## src/design/assert_macros.svh

```systemverilog
// Assertion macros used by the top-level design file.
`ifndef ASSERT_MACROS_SVH
`define ASSERT_MACROS_SVH

// Implication checked on every rising clock edge, disabled during reset.
`define ASSERT_CLK(label, prop, msg) \
    label: assert property (@(posedge clk) disable iff (!rst_n) prop) else $error(msg);

// Condition that must hold on every rising clock edge outside reset.
`define ASSERT_ALWAYS(label, cond, msg) \
    label: assert property (@(posedge clk) disable iff (!rst_n) (cond)) else $error(msg);

`endif

```

## src/design/rtd_pkg.sv

```systemverilog
package rtd_pkg;

    // Widths of the ports and of the internal arithmetic.
    localparam int RES_W    = 20;
    localparam int TEMP_W   = 17;
    localparam int IDX_W    = 6;
    localparam int SPAN_W   = 15;
    localparam int DT_W     = 13;
    localparam int PROD_W   = SPAN_W + DT_W;
    localparam int QUOT_W   = DT_W;
    localparam int CNT_W    = 4;

    // Number of breakpoints held in the table.
    localparam int STORED_POINTS = 35;

    // One quotient bit is produced per division step.
    localparam logic [CNT_W-1:0] DIV_STEPS = CNT_W'(QUOT_W);

    // Breakpoint resistances in centiohm, strictly increasing.
    localparam logic [RES_W-1:0] OHM_TABLE [STORED_POINTS] = '{
        20'd72330,  20'd76330,  20'd80310,  20'd84270,  20'd88220,
        20'd92160,  20'd96090,  20'd100000, 20'd103900, 20'd107790,
        20'd111670, 20'd115540, 20'd119400, 20'd123240, 20'd127080,
        20'd130900, 20'd134710, 20'd138510, 20'd142290, 20'd146060,
        20'd148330, 20'd149830, 20'd153580, 20'd157330, 20'd161050,
        20'd164770, 20'd168480, 20'd172170, 20'd175860, 20'd194100,
        20'd212050, 20'd229720, 20'd247090, 20'd264180, 20'd280980
    };

    // Breakpoint temperatures in centidegree.
    localparam logic signed [TEMP_W-1:0] TEMP_TABLE [STORED_POINTS] = '{
        -17'sd7000, -17'sd6000, -17'sd5000, -17'sd4000, -17'sd3000,
        -17'sd2000, -17'sd1000,  17'sd0,     17'sd1000,  17'sd2000,
         17'sd3000,  17'sd4000,  17'sd5000,  17'sd6000,  17'sd7000,
         17'sd8000,  17'sd9000,  17'sd10000, 17'sd11000, 17'sd12000,
         17'sd12600, 17'sd13000, 17'sd14000, 17'sd15000, 17'sd16000,
         17'sd17000, 17'sd18000, 17'sd19000, 17'sd20000, 17'sd25000,
         17'sd30000, 17'sd35000, 17'sd40000, 17'sd45000, 17'sd50000
    };

    // Commands from the controller to the datapath.
    typedef struct packed {
        logic load;
        logic search_step;
        logic mul;
        logic div_step;
        logic finish;
    } ctrl_cmd_t;

    // Status from the datapath to the controller.
    typedef struct packed {
        logic clamp;
        logic search_done;
    } dp_status_t;

endpackage

```

## src/design/rtd_ctrl.sv

```systemverilog
module rtd_ctrl (
    input  logic                clk,
    input  logic                rst_n,
    input  logic                in_valid,
    output logic                in_ready,
    output logic                out_valid,
    input  logic                out_ready,
    input  rtd_pkg::dp_status_t status,
    output rtd_pkg::ctrl_cmd_t  cmd
);

    localparam logic [2:0] S_IDLE   = 3'd0;
    localparam logic [2:0] S_SEARCH = 3'd1;
    localparam logic [2:0] S_MUL    = 3'd2;
    localparam logic [2:0] S_DIV    = 3'd3;
    localparam logic [2:0] S_DONE   = 3'd4;

    logic [2:0]                 state_reg;
    logic [2:0]                 state_next;
    logic [rtd_pkg::CNT_W-1:0]  cnt_reg;
    logic [rtd_pkg::CNT_W-1:0]  cnt_next;
    logic                       out_valid_reg;
    logic                       out_valid_next;

    // Sequencing of one request: search, multiply, divide, hand over; a clamp goes from search to hand-over.
    always_comb
    begin
        state_next = state_reg;
        cnt_next   = cnt_reg;
        cmd        = '0;
        in_ready   = 1'b0;
        unique case (state_reg)
            S_IDLE:
            begin
                in_ready = 1'b1;
                if (in_valid)
                begin
                    cmd.load   = 1'b1;
                    state_next = S_SEARCH;
                end
            end
            S_SEARCH:
            begin
                if (status.clamp)
                begin
                    state_next = S_DONE;
                end
                else if (status.search_done)
                begin
                    state_next = S_MUL;
                end
                else
                begin
                    cmd.search_step = 1'b1;
                end
            end
            S_MUL:
            begin
                cmd.mul    = 1'b1;
                cnt_next   = '0;
                state_next = S_DIV;
            end
            S_DIV:
            begin
                cmd.div_step = 1'b1;
                cnt_next     = cnt_reg + 1'b1;
                if (cnt_reg == rtd_pkg::DIV_STEPS - 1'b1)
                begin
                    state_next = S_DONE;
                end
            end
            S_DONE:
            begin
                if (!out_valid_reg || out_ready)
                begin
                    cmd.finish = 1'b1;
                    state_next = S_IDLE;
                end
            end
            default:
            begin
                state_next = S_IDLE;
            end
        endcase
    end

    // The output register is full from the hand-over until the result is taken.
    always_comb
    begin
        if (cmd.finish)
        begin
            out_valid_next = 1'b1;
        end
        else if (out_ready)
        begin
            out_valid_next = 1'b0;
        end
        else
        begin
            out_valid_next = out_valid_reg;
        end
    end

    assign out_valid = out_valid_reg;

    always_ff @(posedge clk or negedge rst_n)
    begin
        if (!rst_n)
        begin
            state_reg     <= S_IDLE;
            cnt_reg       <= '0;
            out_valid_reg <= 1'b0;
        end
        else
        begin
            state_reg     <= state_next;
            cnt_reg       <= cnt_next;
            out_valid_reg <= out_valid_next;
        end
    end

endmodule

```

## src/design/rtd_dp.sv

```systemverilog
module rtd_dp #(
    parameter int TABLE_POINTS = 35
) (
    input  logic                               clk,
    input  logic                               rst_n,
    input  rtd_pkg::ctrl_cmd_t                 cmd,
    output rtd_pkg::dp_status_t                status,
    input  logic [rtd_pkg::RES_W-1:0]          resistance_centiohm,
    output logic signed [rtd_pkg::TEMP_W-1:0]  temperature_centidegree
);

    // Points in use: at least two, at most what the table holds.
    localparam int USED_POINTS = (TABLE_POINTS > rtd_pkg::STORED_POINTS) ?
                                 rtd_pkg::STORED_POINTS :
                                 ((TABLE_POINTS < 2) ? 2 : TABLE_POINTS);
    localparam logic [rtd_pkg::IDX_W-1:0] LAST_IDX = rtd_pkg::IDX_W'(USED_POINTS - 1);

    logic [rtd_pkg::RES_W-1:0]          r_reg;
    logic [rtd_pkg::IDX_W-1:0]          lo_reg;
    logic [rtd_pkg::IDX_W-1:0]          hi_reg;
    logic                               clamp_reg;
    logic [rtd_pkg::PROD_W-1:0]         rem_reg;
    logic [rtd_pkg::PROD_W-1:0]         dsh_reg;
    logic [rtd_pkg::QUOT_W-1:0]         q_reg;
    logic signed [rtd_pkg::TEMP_W-1:0]  temp_reg;

    logic [rtd_pkg::IDX_W:0]            mid_sum;
    logic [rtd_pkg::IDX_W-1:0]          mid;
    logic [rtd_pkg::RES_W-1:0]          r_off;
    logic [rtd_pkg::RES_W-1:0]          span_full;
    logic signed [rtd_pkg::TEMP_W-1:0]  dt_full;
    logic [rtd_pkg::PROD_W-1:0]         product;
    logic                               div_ge;
    logic                               below;
    logic                               above;

    // Bisection: the segment index keeps ohm[lo] < r <= ohm[hi].
    assign mid_sum = {1'b0, lo_reg} + {1'b0, hi_reg};
    assign mid     = mid_sum[rtd_pkg::IDX_W:1];

    // Offset into the segment, its span and its temperature rise.
    assign r_off     = r_reg - rtd_pkg::OHM_TABLE[lo_reg];
    assign span_full = rtd_pkg::OHM_TABLE[hi_reg] - rtd_pkg::OHM_TABLE[lo_reg];
    assign dt_full   = rtd_pkg::TEMP_TABLE[hi_reg] - rtd_pkg::TEMP_TABLE[lo_reg];
    assign product   = rtd_pkg::PROD_W'(r_off[rtd_pkg::SPAN_W-1:0]) *
                       rtd_pkg::PROD_W'(dt_full[rtd_pkg::DT_W-1:0]);

    // Restoring division, one quotient bit per step.
    assign div_ge = (rem_reg >= dsh_reg);

    // Range checks against the end points on the incoming request.
    assign below = (resistance_centiohm <= rtd_pkg::OHM_TABLE[0]);
    assign above = (resistance_centiohm >= rtd_pkg::OHM_TABLE[LAST_IDX]);

    assign status.clamp       = clamp_reg;
    assign status.search_done = ((hi_reg - lo_reg) == rtd_pkg::IDX_W'(1));

    assign temperature_centidegree = temp_reg;

    // Control flag of the clamp case.
    always_ff @(posedge clk or negedge rst_n)
    begin
        if (!rst_n)
        begin
            clamp_reg <= 1'b0;
        end
        else if (cmd.load)
        begin
            clamp_reg <= below || above;
        end
    end

    // Payload registers of the datapath.
    always_ff @(posedge clk)
    begin
        if (cmd.load)
        begin
            r_reg  <= resistance_centiohm;
            q_reg  <= '0;
            hi_reg <= LAST_IDX;
            lo_reg <= above ? LAST_IDX : '0;
        end
        if (cmd.search_step)
        begin
            if (rtd_pkg::OHM_TABLE[mid] < r_reg)
            begin
                lo_reg <= mid;
            end
            else
            begin
                hi_reg <= mid;
            end
        end
        if (cmd.mul)
        begin
            rem_reg <= product;
            dsh_reg <= rtd_pkg::PROD_W'(span_full[rtd_pkg::SPAN_W-1:0]) << (rtd_pkg::QUOT_W - 1);
        end
        if (cmd.div_step)
        begin
            if (div_ge)
            begin
                rem_reg <= rem_reg - dsh_reg;
            end
            q_reg   <= {q_reg[rtd_pkg::QUOT_W-2:0], div_ge};
            dsh_reg <= dsh_reg >> 1;
        end
        if (cmd.finish)
        begin
            temp_reg <= rtd_pkg::TEMP_TABLE[lo_reg] +
                        signed'({{(rtd_pkg::TEMP_W - rtd_pkg::QUOT_W){1'b0}}, q_reg});
        end
    end

endmodule

```

## src/design/rtd_resistance_to_temperature_top.sv

```systemverilog
// Channel   Direction  Handshake           Payload
// input     in         in_valid/in_ready   resistance_centiohm (20 bit unsigned)
// output    out        out_valid/out_ready temperature_centidegree (17 bit signed)
//
// One request is worked at a time; in_ready is high only while the controller idles.
// From accept to accept a request passes the idle state that accepts it, up to six
// bisection steps and the search state that sees the segment, one multiply, thirteen
// division steps and one hand-over. Clamped requests go from search straight to hand-over.
// A result waiting for out_ready holds only the hand-over; the next request is still taken.
// Reset clears the controller and the output valid flag; no clearing pass is needed.
`include "assert_macros.svh"

module rtd_resistance_to_temperature_top #(
    parameter int TABLE_POINTS = 35
) (
    input  logic                               clk,
    input  logic                               rst_n,
    input  logic                               in_valid,
    output logic                               in_ready,
    input  logic [rtd_pkg::RES_W-1:0]          resistance_centiohm,
    output logic                               out_valid,
    input  logic                               out_ready,
    output logic signed [rtd_pkg::TEMP_W-1:0]  temperature_centidegree
);

    rtd_pkg::ctrl_cmd_t  cmd;
    rtd_pkg::dp_status_t status;
    logic                temp_in_range;

    // Controller state machine.
    rtd_ctrl u_ctrl (
        .clk       (clk),
        .rst_n     (rst_n),
        .in_valid  (in_valid),
        .in_ready  (in_ready),
        .out_valid (out_valid),
        .out_ready (out_ready),
        .status    (status),
        .cmd       (cmd)
    );

    // Search, multiply and divide datapath.
    rtd_dp #(
        .TABLE_POINTS (TABLE_POINTS)
    ) u_dp (
        .clk                     (clk),
        .rst_n                   (rst_n),
        .cmd                     (cmd),
        .status                  (status),
        .resistance_centiohm     (resistance_centiohm),
        .temperature_centidegree (temperature_centidegree)
    );

    // The shown temperature lies between the two end points of the table.
    assign temp_in_range = (temperature_centidegree >= -17'sd7000) &&
                           (temperature_centidegree <= 17'sd50000);

    // An accepted request keeps the input closed on the next cycle.
    `ASSERT_CLK(a_busy_after_accept, (in_valid && in_ready) |=> !in_ready, "input open after accept")

    // A hand-over always leaves a valid result in the output register.
    `ASSERT_CLK(a_finish_fills_out, cmd.finish |=> out_valid, "result lost at hand-over")

    // A result shown is within the table's temperature range.
    `ASSERT_ALWAYS(a_out_range, !out_valid || temp_in_range, "temperature out of range")

endmodule
```

## config.mk

```make
export PLATFORM = sky130hd
export DESIGN_NAME = rtd_resistance_to_temperature_top
export DESIGN_NICKNAME = d
export VERILOG_FILES = /design/src/design/rtd_pkg.sv /design/src/design/rtd_ctrl.sv /design/src/design/rtd_dp.sv /design/src/design/rtd_resistance_to_temperature_top.sv
export VERILOG_INCLUDE_DIRS = /design/src /design/src/design
export SDC_FILE = /design/constraint.sdc
export NUM_CORES = 1
export LEC_CHECK = 0
export BUFFER_PORTS_ARGS = -buffer_cell sky130_fd_sc_hd__buf_2
export CAP_MARGIN = 20
export CORE_ASPECT_RATIO = 0.5
export CORE_MARGIN = 3
export CORE_UTILIZATION = 30
export CTS_BUF_LIST = sky130_fd_sc_hd__clkbuf_8
export CTS_CLUSTER_SIZE = 12
export DETAILED_ROUTE_END_ITERATION = 8
export SKIP_CTS_REPAIR_TIMING = 1
export SLEW_MARGIN = 40
export SYNTH_ARGS = -nofsm -noshare
export SYNTH_HDL_FRONTEND = slang
export SYNTH_SLANG_ARGS = --single-unit
```

## constraint.sdc

```tcl
create_clock -name clk -period 10.5 [get_ports clk]
set_clock_uncertainty 0.1 [all_clocks]
set_input_delay 2.1 -clock clk [delete_from_list [all_inputs] [get_ports clk]]
set_output_delay 2.1 -clock clk [all_outputs]
set_load 0.02 [all_outputs]
```

==> impl_results.md, run 1 <==
- Post-Syn Instances: 2175
- Xor and xnor area share after synthesis: 5.53%
- Hpwl dp: 38400 um
- Post-synthesis register bit count: 126
- DRT antenna net count: 0
- Num ports: 43
- TritonCTS sink count: 126
- Global-route wire length before repair: 80400 um
- Vias in the first global route: 14700
- Compound-Gate Fraction of Synth Area: 20.7%
- Vias/cell: 5.22
- Antenna violations before repair: 0
- Worst skew pair latency: 0.50 ns
- Clock root buffer master: clkbuf_8
- Synth top area cells: ha_1 15%, edfxtp_1 13%, fa_1 13%, inv_1 5.4%, nand2_1 5.2%
- Antenna cells: 0
- DR WL/cell: 16.7 um
- Cell Area, Synth: 17200 um2
- Slew margin rel.: 43.0%
- Worst Max-Slew Pin Slew: 0.849 ns
- Metal1 wirelength: 23200 um
- TritonCTS clock tree: built
- Final worst path period need: 9.87 ns
- Detailed Route Iter0 Violations: 1478
- CP Launch Type: flop
- Via count: 15400
- CTS clk-pin slew, worst paths: 0.10 ns
- Post-Synth Adder-Cell Area: 27.9%
- Launch point of the worst reg-to-reg path: u_dp.lo_reg[0]
- Seq/Total Area, Yosys: 19.4%
- Endpoint class of the critical path: flop
- Primary FF master, synth: edfxtp_1
- Largest net degree at the start of global routing: 49
- Setup-failing EPs final: 0
- IO buf count: 42
- Routability cong.: 0.935
- Core area: 56200 um2
- CP Max Fanout: 12
- Max-cap viol count: 0
- Final Cycle Share: 94.0%
- Met3 Wirelength: 2610 um
- Area growth syn-to-layout: 8.81%
- Layout cells sized above 1: 6.76%
- Post-synth ARST share: 7.14%
- Die Wd: 345 um
- Multiplexer share of the synthesized area: 1.43%
- Routed wl met2: 22500 um
- Total CTS buffers: 17
- CP peak stage delay: 0.64 ns
- Outcome: complete, no violations
- Worst setup path startpoint: u_dp.lo_reg[0]
- Syn. warnings: 0
- # H-tree levels: 4
- Hold Crit Class: reg -> reg
- WP data required: 10.76 ns
- Simple-gate share of the synthesized area: 17.1%
- Largest register FFs: 28
- Distinct cells, synth: 82
- Number of synthesized flops with an enable pin: 77
- Arrival @ worst endpoint: 10.13 ns
- Total grt overflow: 0
- CP most frequent cell: inv_1
- Pins Over Slew Limit: 0
- # nets final: 2518
- Remaining DRCs: 0
- Syn Nets: 2518
- DR top layer: met4
- Area of the die: 60600 um2
- Drt pass-1 iters: 5
- Detailed Route WL: 49300 um
- Top achievable clock speed: 0.101 GHz
- CTS max path bufs: 2
- Critical path class: reg -> reg
- RSZ-0062 raised after global routing: no
- # rows: 61
- Synth top area share: 15.2%
- Mean Syn Cell Area: 7.93 um2
- Cell accounting for the most synthesized area: ha_1
- Fillers: 5971
- Total track usage: 16.3%
- Final Hold Vio Count: 0
- Initial core utilization: 30.7%
- HP Start: u_dp.q_reg[0]
- Main combinational cell family by area after synthesis: adder cells
- Setup_tns: 0 ns
- Die span in y: 176 um
- Crit-path slowest cell: o21ai_0
==> cell usage after synthesis (all sizes together) (18+ instances only) <==
| master | count |
|---|---|
| nand2 | 237 |
| inv | 249 |
| and3 | 20 |
| o21ai | 147 |
| a211oi | 35 |
| xor2 | 39 |
| o21a | 23 |
| edfxtp | 77 |
| ha | 209 |
| nor2 | 226 |
| mux2i | 19 |
| fa | 110 |
| a31oi | 39 |
| a21oi | 167 |
| nand2b | 31 |
| o21bai | 18 |
| nand3 | 38 |
| buf | 20 |
| clkbuf | 86 |
| dfxtp | 40 |
| nor3 | 44 |
| a21o | 34 |
| xnor2 | 69 |
==> per-layer routing <==
metal	vias up	track usage (%)
met3	54	2.10
li1	7473	-
met2	506	26.1
met5	-	0
met4	0	4.54
met1	7339	22.9
==> layout by cell type, fill, tap and decap left out, types with 18 or more instances in the layout <==
cell,synthesis,routed
xnor2_1,68,64
o21ai_0,132,132
buf_2,5,42
edfxtp_1,77,77
a21oi_1,166,166
inv_1,249,247
nand2b_1,31,31
fa_1,110,110
mux2i_1,19,19
nand2_1,237,237
a31oi_1,39,39
dfxtp_1,40,39
nand3_1,38,38
o21a_1,23,23
xor2_1,39,38
a21o_1,34,34
nor2_1,226,225
and3_1,20,20
o21bai_1,18,18
nor3_1,43,43
ha_1,209,209
buf_4,1,45
a211oi_1,35,35
==> worst paths after layout <==
check	end	slack, ns	cells after the start
hold reg to reg	u_dp.temperature_centidegree[0]	0.36	0
min in group asynchronous	u_ctrl.cnt_reg[3]	1.33	1
setup / recovery	u_dp.rem_reg[27]	0.63	38
max in group asynchronous	u_ctrl.state_reg[1]	8.79	1
hold / removal	u_dp.temperature_centidegree[0]	0.36	0
setup reg to reg	u_dp.rem_reg[27]	0.63	38
==> through the flow <==
stage	setup WS (ns)	hold WS (ns)	utilization, %	cells	cell area, um2
after global routing	0.0217	0.370	33.4	2944	18800
final	0.632	0.358	33.4	2944	18800
after floorplan	1.62	0.318	-	2175	17200
after CTS	0.742	0.359	33.4	2944	18700
after detailed placement	0.767	0.339	32.7	2912	18300
after global placement	0.931	0.348	32.6	2912	18300
==> critical path, delay by kind of cell (launching register included) <==
kind | cells | cell delay, ns
AOI/OAI and AO/OA | 17 | 3.64
xor gates and xnor gates | 2 | 0.32
adders and majority gates | 9 | 3.99
buffers and inverters | 8 | 0.74
DFF | 1 | 0.58
and+or+nand+nor | 2 | 0.33
==> cell families after synthesis <==
logic type / after synthesis
AOI/OAI and AO/OA: 574
xor gates and xnor gates: 108
adders and majority gates: 319
buffers and inverters: 357
DFF: 126
muxes: 23
and+or+nand+nor: 668
==> cell type report <==
cell class                      instances  area [um2]  area share [%]
Timing Repair Buffer                   87         548            2.92
Clock inverter                         15         169           0.900
Multi-Input combinational cell       1692       12600            67.1
Clock buffer                           17         234            1.25
Sequential cell                       126        3340            17.8
Inverter                              251         942            5.02
Tap cell                              756         946            5.04
Power of run 1 is left out: the tool's default activity adds up to more than one toggle a clock period on the data nets, which glitch-free logic cannot reach.
==> run 2, diff against run 1 <==
--- a/config.mk
+++ b/config.mk
@@ -8,9 +8,9 @@
 export LEC_CHECK = 0
 export BUFFER_PORTS_ARGS = -buffer_cell sky130_fd_sc_hd__buf_2
 export CAP_MARGIN = 20
-export CORE_ASPECT_RATIO = 0.5
+export CORE_ASPECT_RATIO = 0.75
 export CORE_MARGIN = 3
-export CORE_UTILIZATION = 30
+export CORE_UTILIZATION = 45
 export CTS_BUF_LIST = sky130_fd_sc_hd__clkbuf_8
 export CTS_CLUSTER_SIZE = 12
 export DETAILED_ROUTE_END_ITERATION = 8
==> impl_results.md, run 2 (synthesis results as in run 1) <==
- Endpoint class of the critical path: flop
- Area of the die: 40700 um2 (-33%)
- CP Launch Type: flop
- Most frequent cells in the layout: 249 x inv_1, 237 x nand2_1, 226 x nor2_1
- WP data required: 10.74 ns (-0.02 ns)
- Num ports: 43 (unchanged)
- Die Wd: 232 um (-33%)
- Critical path class: reg -> reg
- Max-cap viol count: 0 (unchanged)
- Drt pass-1 iters: 6 (+1)
- Setup_tns: 0 ns (unchanged)
- Top achievable clock speed: 0.103 GHz (+1.2%)
- CP most frequent cell: inv_1
- Remaining DRCs: 0 (unchanged)
- Most common cell after layout, fill and taps aside: inv_1
- Final Hold Vio Count: 0 (unchanged)
- TritonCTS sink count: 126 (unchanged)
- Crit-path slowest cell: o21ai_0
- DRT antenna net count: 0 (unchanged)
- Hpwl dp: 39500 um (+2.9%)
- IO buf count: 42 (unchanged)
- Routability cong.: 0.914 (-2.2%)
- CP Max Fanout: 12 (unchanged)
- Antenna cells: 0 (unchanged)
- Total grt overflow: 0 (unchanged)
- Arrival @ worst endpoint: 9.99 ns (-0.14 ns)
- Core area: 37400 um2 (-33%)
- Total CTS buffers: 17 (unchanged)
- Clock root buffer master: clkbuf_8
- DR WL/cell: 18.6 um (+11%)
- Detailed Route Iter0 Violations: 1637 (+11%)
- Die span in y: 176 um (unchanged)
- Detailed Route WL: 50000 um (+1.4%)
- RSZ-0062 raised after global routing: no
- Final Cycle Share: 92.8% (-1.2 points)
- Largest net degree at the start of global routing: 45 (-8.2%)
- Post-DP Area: 18000 um2 (-1.9%)
- TritonCTS clock tree: built
- # rows: 61 (unchanged)
- Hold Worst Slack: 0.348 ns (-0.00958 ns)
- CP peak stage delay: 0.60 ns (-0.04 ns)
- Total track usage: 25.0% (+8.7 points)
- Critical path's top delay family: adder cells
- # nets final: 2512 (-0.24%)
- Setup-failing EPs final: 0 (unchanged)
- CTS clk-pin slew, worst paths: 0.09 ns (about the same)
- CTS max path bufs: 2 (unchanged)
- Slew margin rel.: 43.8% (+0.73 points)
- Worst skew pair latency: 0.49 ns (about the same)
- Vias/cell: 5.77 (+10%)
- Global-route wire length before repair: 80200 um (-0.27%)
- Worst Max-Slew Pin Slew: 0.837 ns (-0.0112 ns)
- Initial core utilization: 46.1% (+15 points)
- Hold Crit Class: reg -> reg
- Post-layout instance area: 18500 um2 (-1.6%)
- Vias in the first global route: 14500 (-0.90%)
- Via count: 15500 (+0.74%)
- Final worst path period need: 9.75 ns (-0.121 ns)
- Antenna violations before repair: 0 (unchanged)
- Area growth syn-to-layout: 7.05%
- Outcome: complete, no violations
- # H-tree levels: 4 (unchanged)
- WP buf/inv: 8 (unchanged)
- Largest register FFs: 28 (unchanged)
- Pins Over Slew Limit: 0 (unchanged)
- Layout cells sized above 1: 6.74% (-0.027 points)
-- run 2: stage by stage --
stage	instances	utilization, %	worst slack (ns)
global route	2686	49.4	0.0624
detailed placement	2654	48.1	0.648
global placement	2654	48.0	0.886
CTS	2686	49.2	0.598
finish	2686	49.4	0.754
floorplan	2175	-	1.62
-- run 2: final timing paths --
| path | start | end | slack [ns] | cells past startpoint |
|---|---|---|---|---|
| setup / recovery | u_dp.lo_reg[0] | u_dp.rem_reg[27] | 0.75 | 38 |
| hold / removal | u_dp.q_reg[0] | u_dp.temperature_centidegree[0] | 0.35 | 0 |
| setup reg to reg | u_dp.lo_reg[0] | u_dp.rem_reg[27] | 0.75 | 38 |
| hold reg to reg | u_dp.q_reg[0] | u_dp.temperature_centidegree[0] | 0.35 | 0 |
| max in group asynchronous | rst_n | u_ctrl.cnt_reg[0] | 8.76 | 1 |
| min in group asynchronous | rst_n | u_dp.clamp_reg | 1.36 | 1 |
-- run 2: per-layer routing --
metal  share of wire [%]  wire [um]  track usage [%]  vias to the layer above
li1                    -          -                -                     7477
met5                   0          0                0                        -
met1                  49      24600             38.6                     7338
met3                 9.6       4820             5.93                       55
met2                  40      19900             35.0                      616
met4                 1.4        698             5.13                        0
-- run 2: cell type report --
cell class / count / area [um2]
multi-input cells: 1692 / 12600
fillers: 3682 / 18900
inverters: 251 / 942
repair buffers: 81 / 503
flip-flops and latches: 126 / 3340
clock inverters: 15 / 188
clock buffers: 17 / 234
well taps: 504 / 631
Power of run 2 is left out for the same reason.
==> run 3, diff against run 2 <==
--- a/config.mk
+++ b/config.mk
@@ -8,12 +8,15 @@
 export LEC_CHECK = 0
 export BUFFER_PORTS_ARGS = -buffer_cell sky130_fd_sc_hd__buf_2
 export CAP_MARGIN = 20
+export CELL_PAD_IN_SITES_DETAIL_PLACEMENT = 1
+export CELL_PAD_IN_SITES_GLOBAL_PLACEMENT = 1
 export CORE_ASPECT_RATIO = 0.75
 export CORE_MARGIN = 3
 export CORE_UTILIZATION = 45
 export CTS_BUF_LIST = sky130_fd_sc_hd__clkbuf_8
 export CTS_CLUSTER_SIZE = 12
 export DETAILED_ROUTE_END_ITERATION = 8
+export PLACE_DENSITY_LB_ADDON = 0.1
 export SKIP_CTS_REPAIR_TIMING = 1
 export SLEW_MARGIN = 40
 export SYNTH_ARGS = -nofsm -noshare
==> impl_results.md, run 3 (synthesis results as in run 1) <==
- Global-route wire length before repair: 90400 um (+13%)
- DRT antenna net count: 0 (unchanged)
- Drt pass-1 iters: 5 (-1)
- CP Launch Type: flop
- Final Non-Filler Cells: 2694 (+0.30%)
- TritonCTS sink count: 126 (unchanged)
- Slew margin rel.: 38.1% (-5.7 points)
- # nets final: 2520 (+0.32%)
- WP data required: 10.76 ns (+0.02 ns)
- Placed Cells: 2662 (+0.30%)
- Setup_tns: 0 ns (unchanged)
- Critical path class: reg -> reg
- Endpoint class of the critical path: flop
- Most frequent cells in the layout: 248 x inv_1, 237 x nand2_1, 226 x nor2_1
- Most common cell after layout, fill and taps aside: inv_1
- Antenna cells: 0 (unchanged)
- RSZ-0062 raised after global routing: no
- Hold Crit Class: reg -> reg
- Remaining DRCs: 0 (unchanged)
- Total track usage: 28.2% (+3.3 points)
- Num ports: 43 (unchanged)
- Area growth syn-to-layout: 7.01% (about the same)
- Post-DP Area: 18000 um2 (+0.33%)
- Post-layout instance area: 18500 um2 (about the same)
- CP Max Fanout: 12 (unchanged)
- Pins Over Slew Limit: 0 (unchanged)
- TritonCTS clock tree: built
- Antenna violations before repair: 0 (unchanged)
- CTS max path bufs: 2 (unchanged)
- IO buf count: 42 (unchanged)
- Final Cycle Share: 93.6% (+0.74 points)
- Total CTS buffers: 17 (unchanged)
- Layout cells sized above 1: 6.99% (+0.25 points)
- Crit-path slowest cell: fa_1
- Vias/cell: 5.81 (+0.86%)
- Hold path cells: 0 (unchanged)
- Vias in the first global route: 16100 (+11%)
- Final worst path period need: 9.82 ns (+0.0782 ns)
- Max-cap viol count: 0 (unchanged)
- Worst skew pair latency: 0.49 ns (about the same)
- Routability cong.: 0.931 (+1.8%)
- Die span in y: 176 um (unchanged)
- Largest register FFs: 28 (unchanged)
- Total grt overflow: 0 (unchanged)
- CTS clk-pin slew, worst paths: 0.10 ns (about the same)
- Largest net degree at the start of global routing: 57 (+27%)
- Core area: 37400 um2 (unchanged)
- Outcome: complete, no violations
- # H-tree levels: 4 (unchanged)
- Arrival @ worst endpoint: 10.09 ns (+0.10 ns)
- Worst reg2reg path depth: 35 (-7.9%)
- Clock root buffer master: clkbuf_8
- Worst Max-Slew Pin Slew: 0.922 ns (+0.0848 ns)
- Area of the die: 40700 um2 (unchanged)
- # rows: 61 (unchanged)
- Reg2Reg Setup Slack: 0.68 ns (-0.08 ns)
- Detailed Route Iter0 Violations: 1029 (-37%)
- Detailed Route WL: 56700 um (+13%)
- Top achievable clock speed: 0.102 GHz (-0.80%)
- Hpwl dp: 45200 um (+15%)
- Setup-failing EPs final: 0 (unchanged)
- Via count: 15700 (+1.2%)
- DR WL/cell: 21.0 um (+13%)
- CP peak stage delay: 0.54 ns (-0.06 ns)
- Die Wd: 232 um (unchanged)
- Final Hold Vio Count: 0 (unchanged)
- Initial core utilization: 46.1% (unchanged)
run 3: cell types whose count changed in the layout (fill, tap and decap cells not counted), sizes merged:
cell / before / now
buf: 81 / 89
inv: 255 / 259
bufinv: 3 / 0
clkinv: 7 / 5
clkinvlp: 1 / 2
run 3: worst paths after layout:
path | end | start
setup reg to reg | u_dp.rem_reg[27] | u_dp.lo_reg[0]
max in group asynchronous | u_dp.clamp_reg | rst_n
setup / recovery | u_dp.rem_reg[27] | u_dp.lo_reg[0]
hold reg to reg | u_dp.temperature_centidegree[1] | u_dp.q_reg[1]
min in group asynchronous | u_ctrl.state_reg[1] | rst_n
hold / removal | u_dp.temperature_centidegree[1] | u_dp.q_reg[1]
run 3: area by class of cell:
cell class                      instances  area [um2]
Clock buffer                           17         234
Inverter                              251         942
Multi-Input combinational cell       1692       12600
Timing Repair Buffer                   89         563
Fill cell                            4593       18900
Tap cell                              504         631
Sequential cell                       126        3340
Clock inverter                         15         143
run 3: metrics by stage:
| step | hold slack, ns | setup slack [ns] | utilization (%) |
|---|---|---|---|
| 2_1_floorplan | 0.318 | 1.62 | - |
| 3_3_place_gp | 0.332 | 1.24 | 48.2 |
| 3_5_place_dp | 0.340 | 0.701 | 48.3 |
| 4_1_cts | 0.361 | 0.674 | 49.3 |
| 5_1_grt | 0.382 | 0.00807 | 49.4 |
| 6_report | 0.356 | 0.676 | 49.4 |
run 3: metal layers:
layer,track usage [%],vias to the layer above,wire (um)
met4,5.70,0,797
met2,42.5,395,24000
met3,5.69,52,3540
met1,42.0,7734,28300
li1,-,7484,-
met5,0,-,0
run 3: critical path, delay by kind of cell, from the launching register on:
kind                     cells  cell delay, ns
AO/OA/AOI/OAI               16            3.51
XOR/XNOR                     2            0.67
AND/OR/NAND/NOR              3            0.49
buffers and inverters        6            0.73
adder cells (fa/ha/maj)      8            3.84
flip-flops                   1            0.33
Power of run 3 is left out for the same reason.
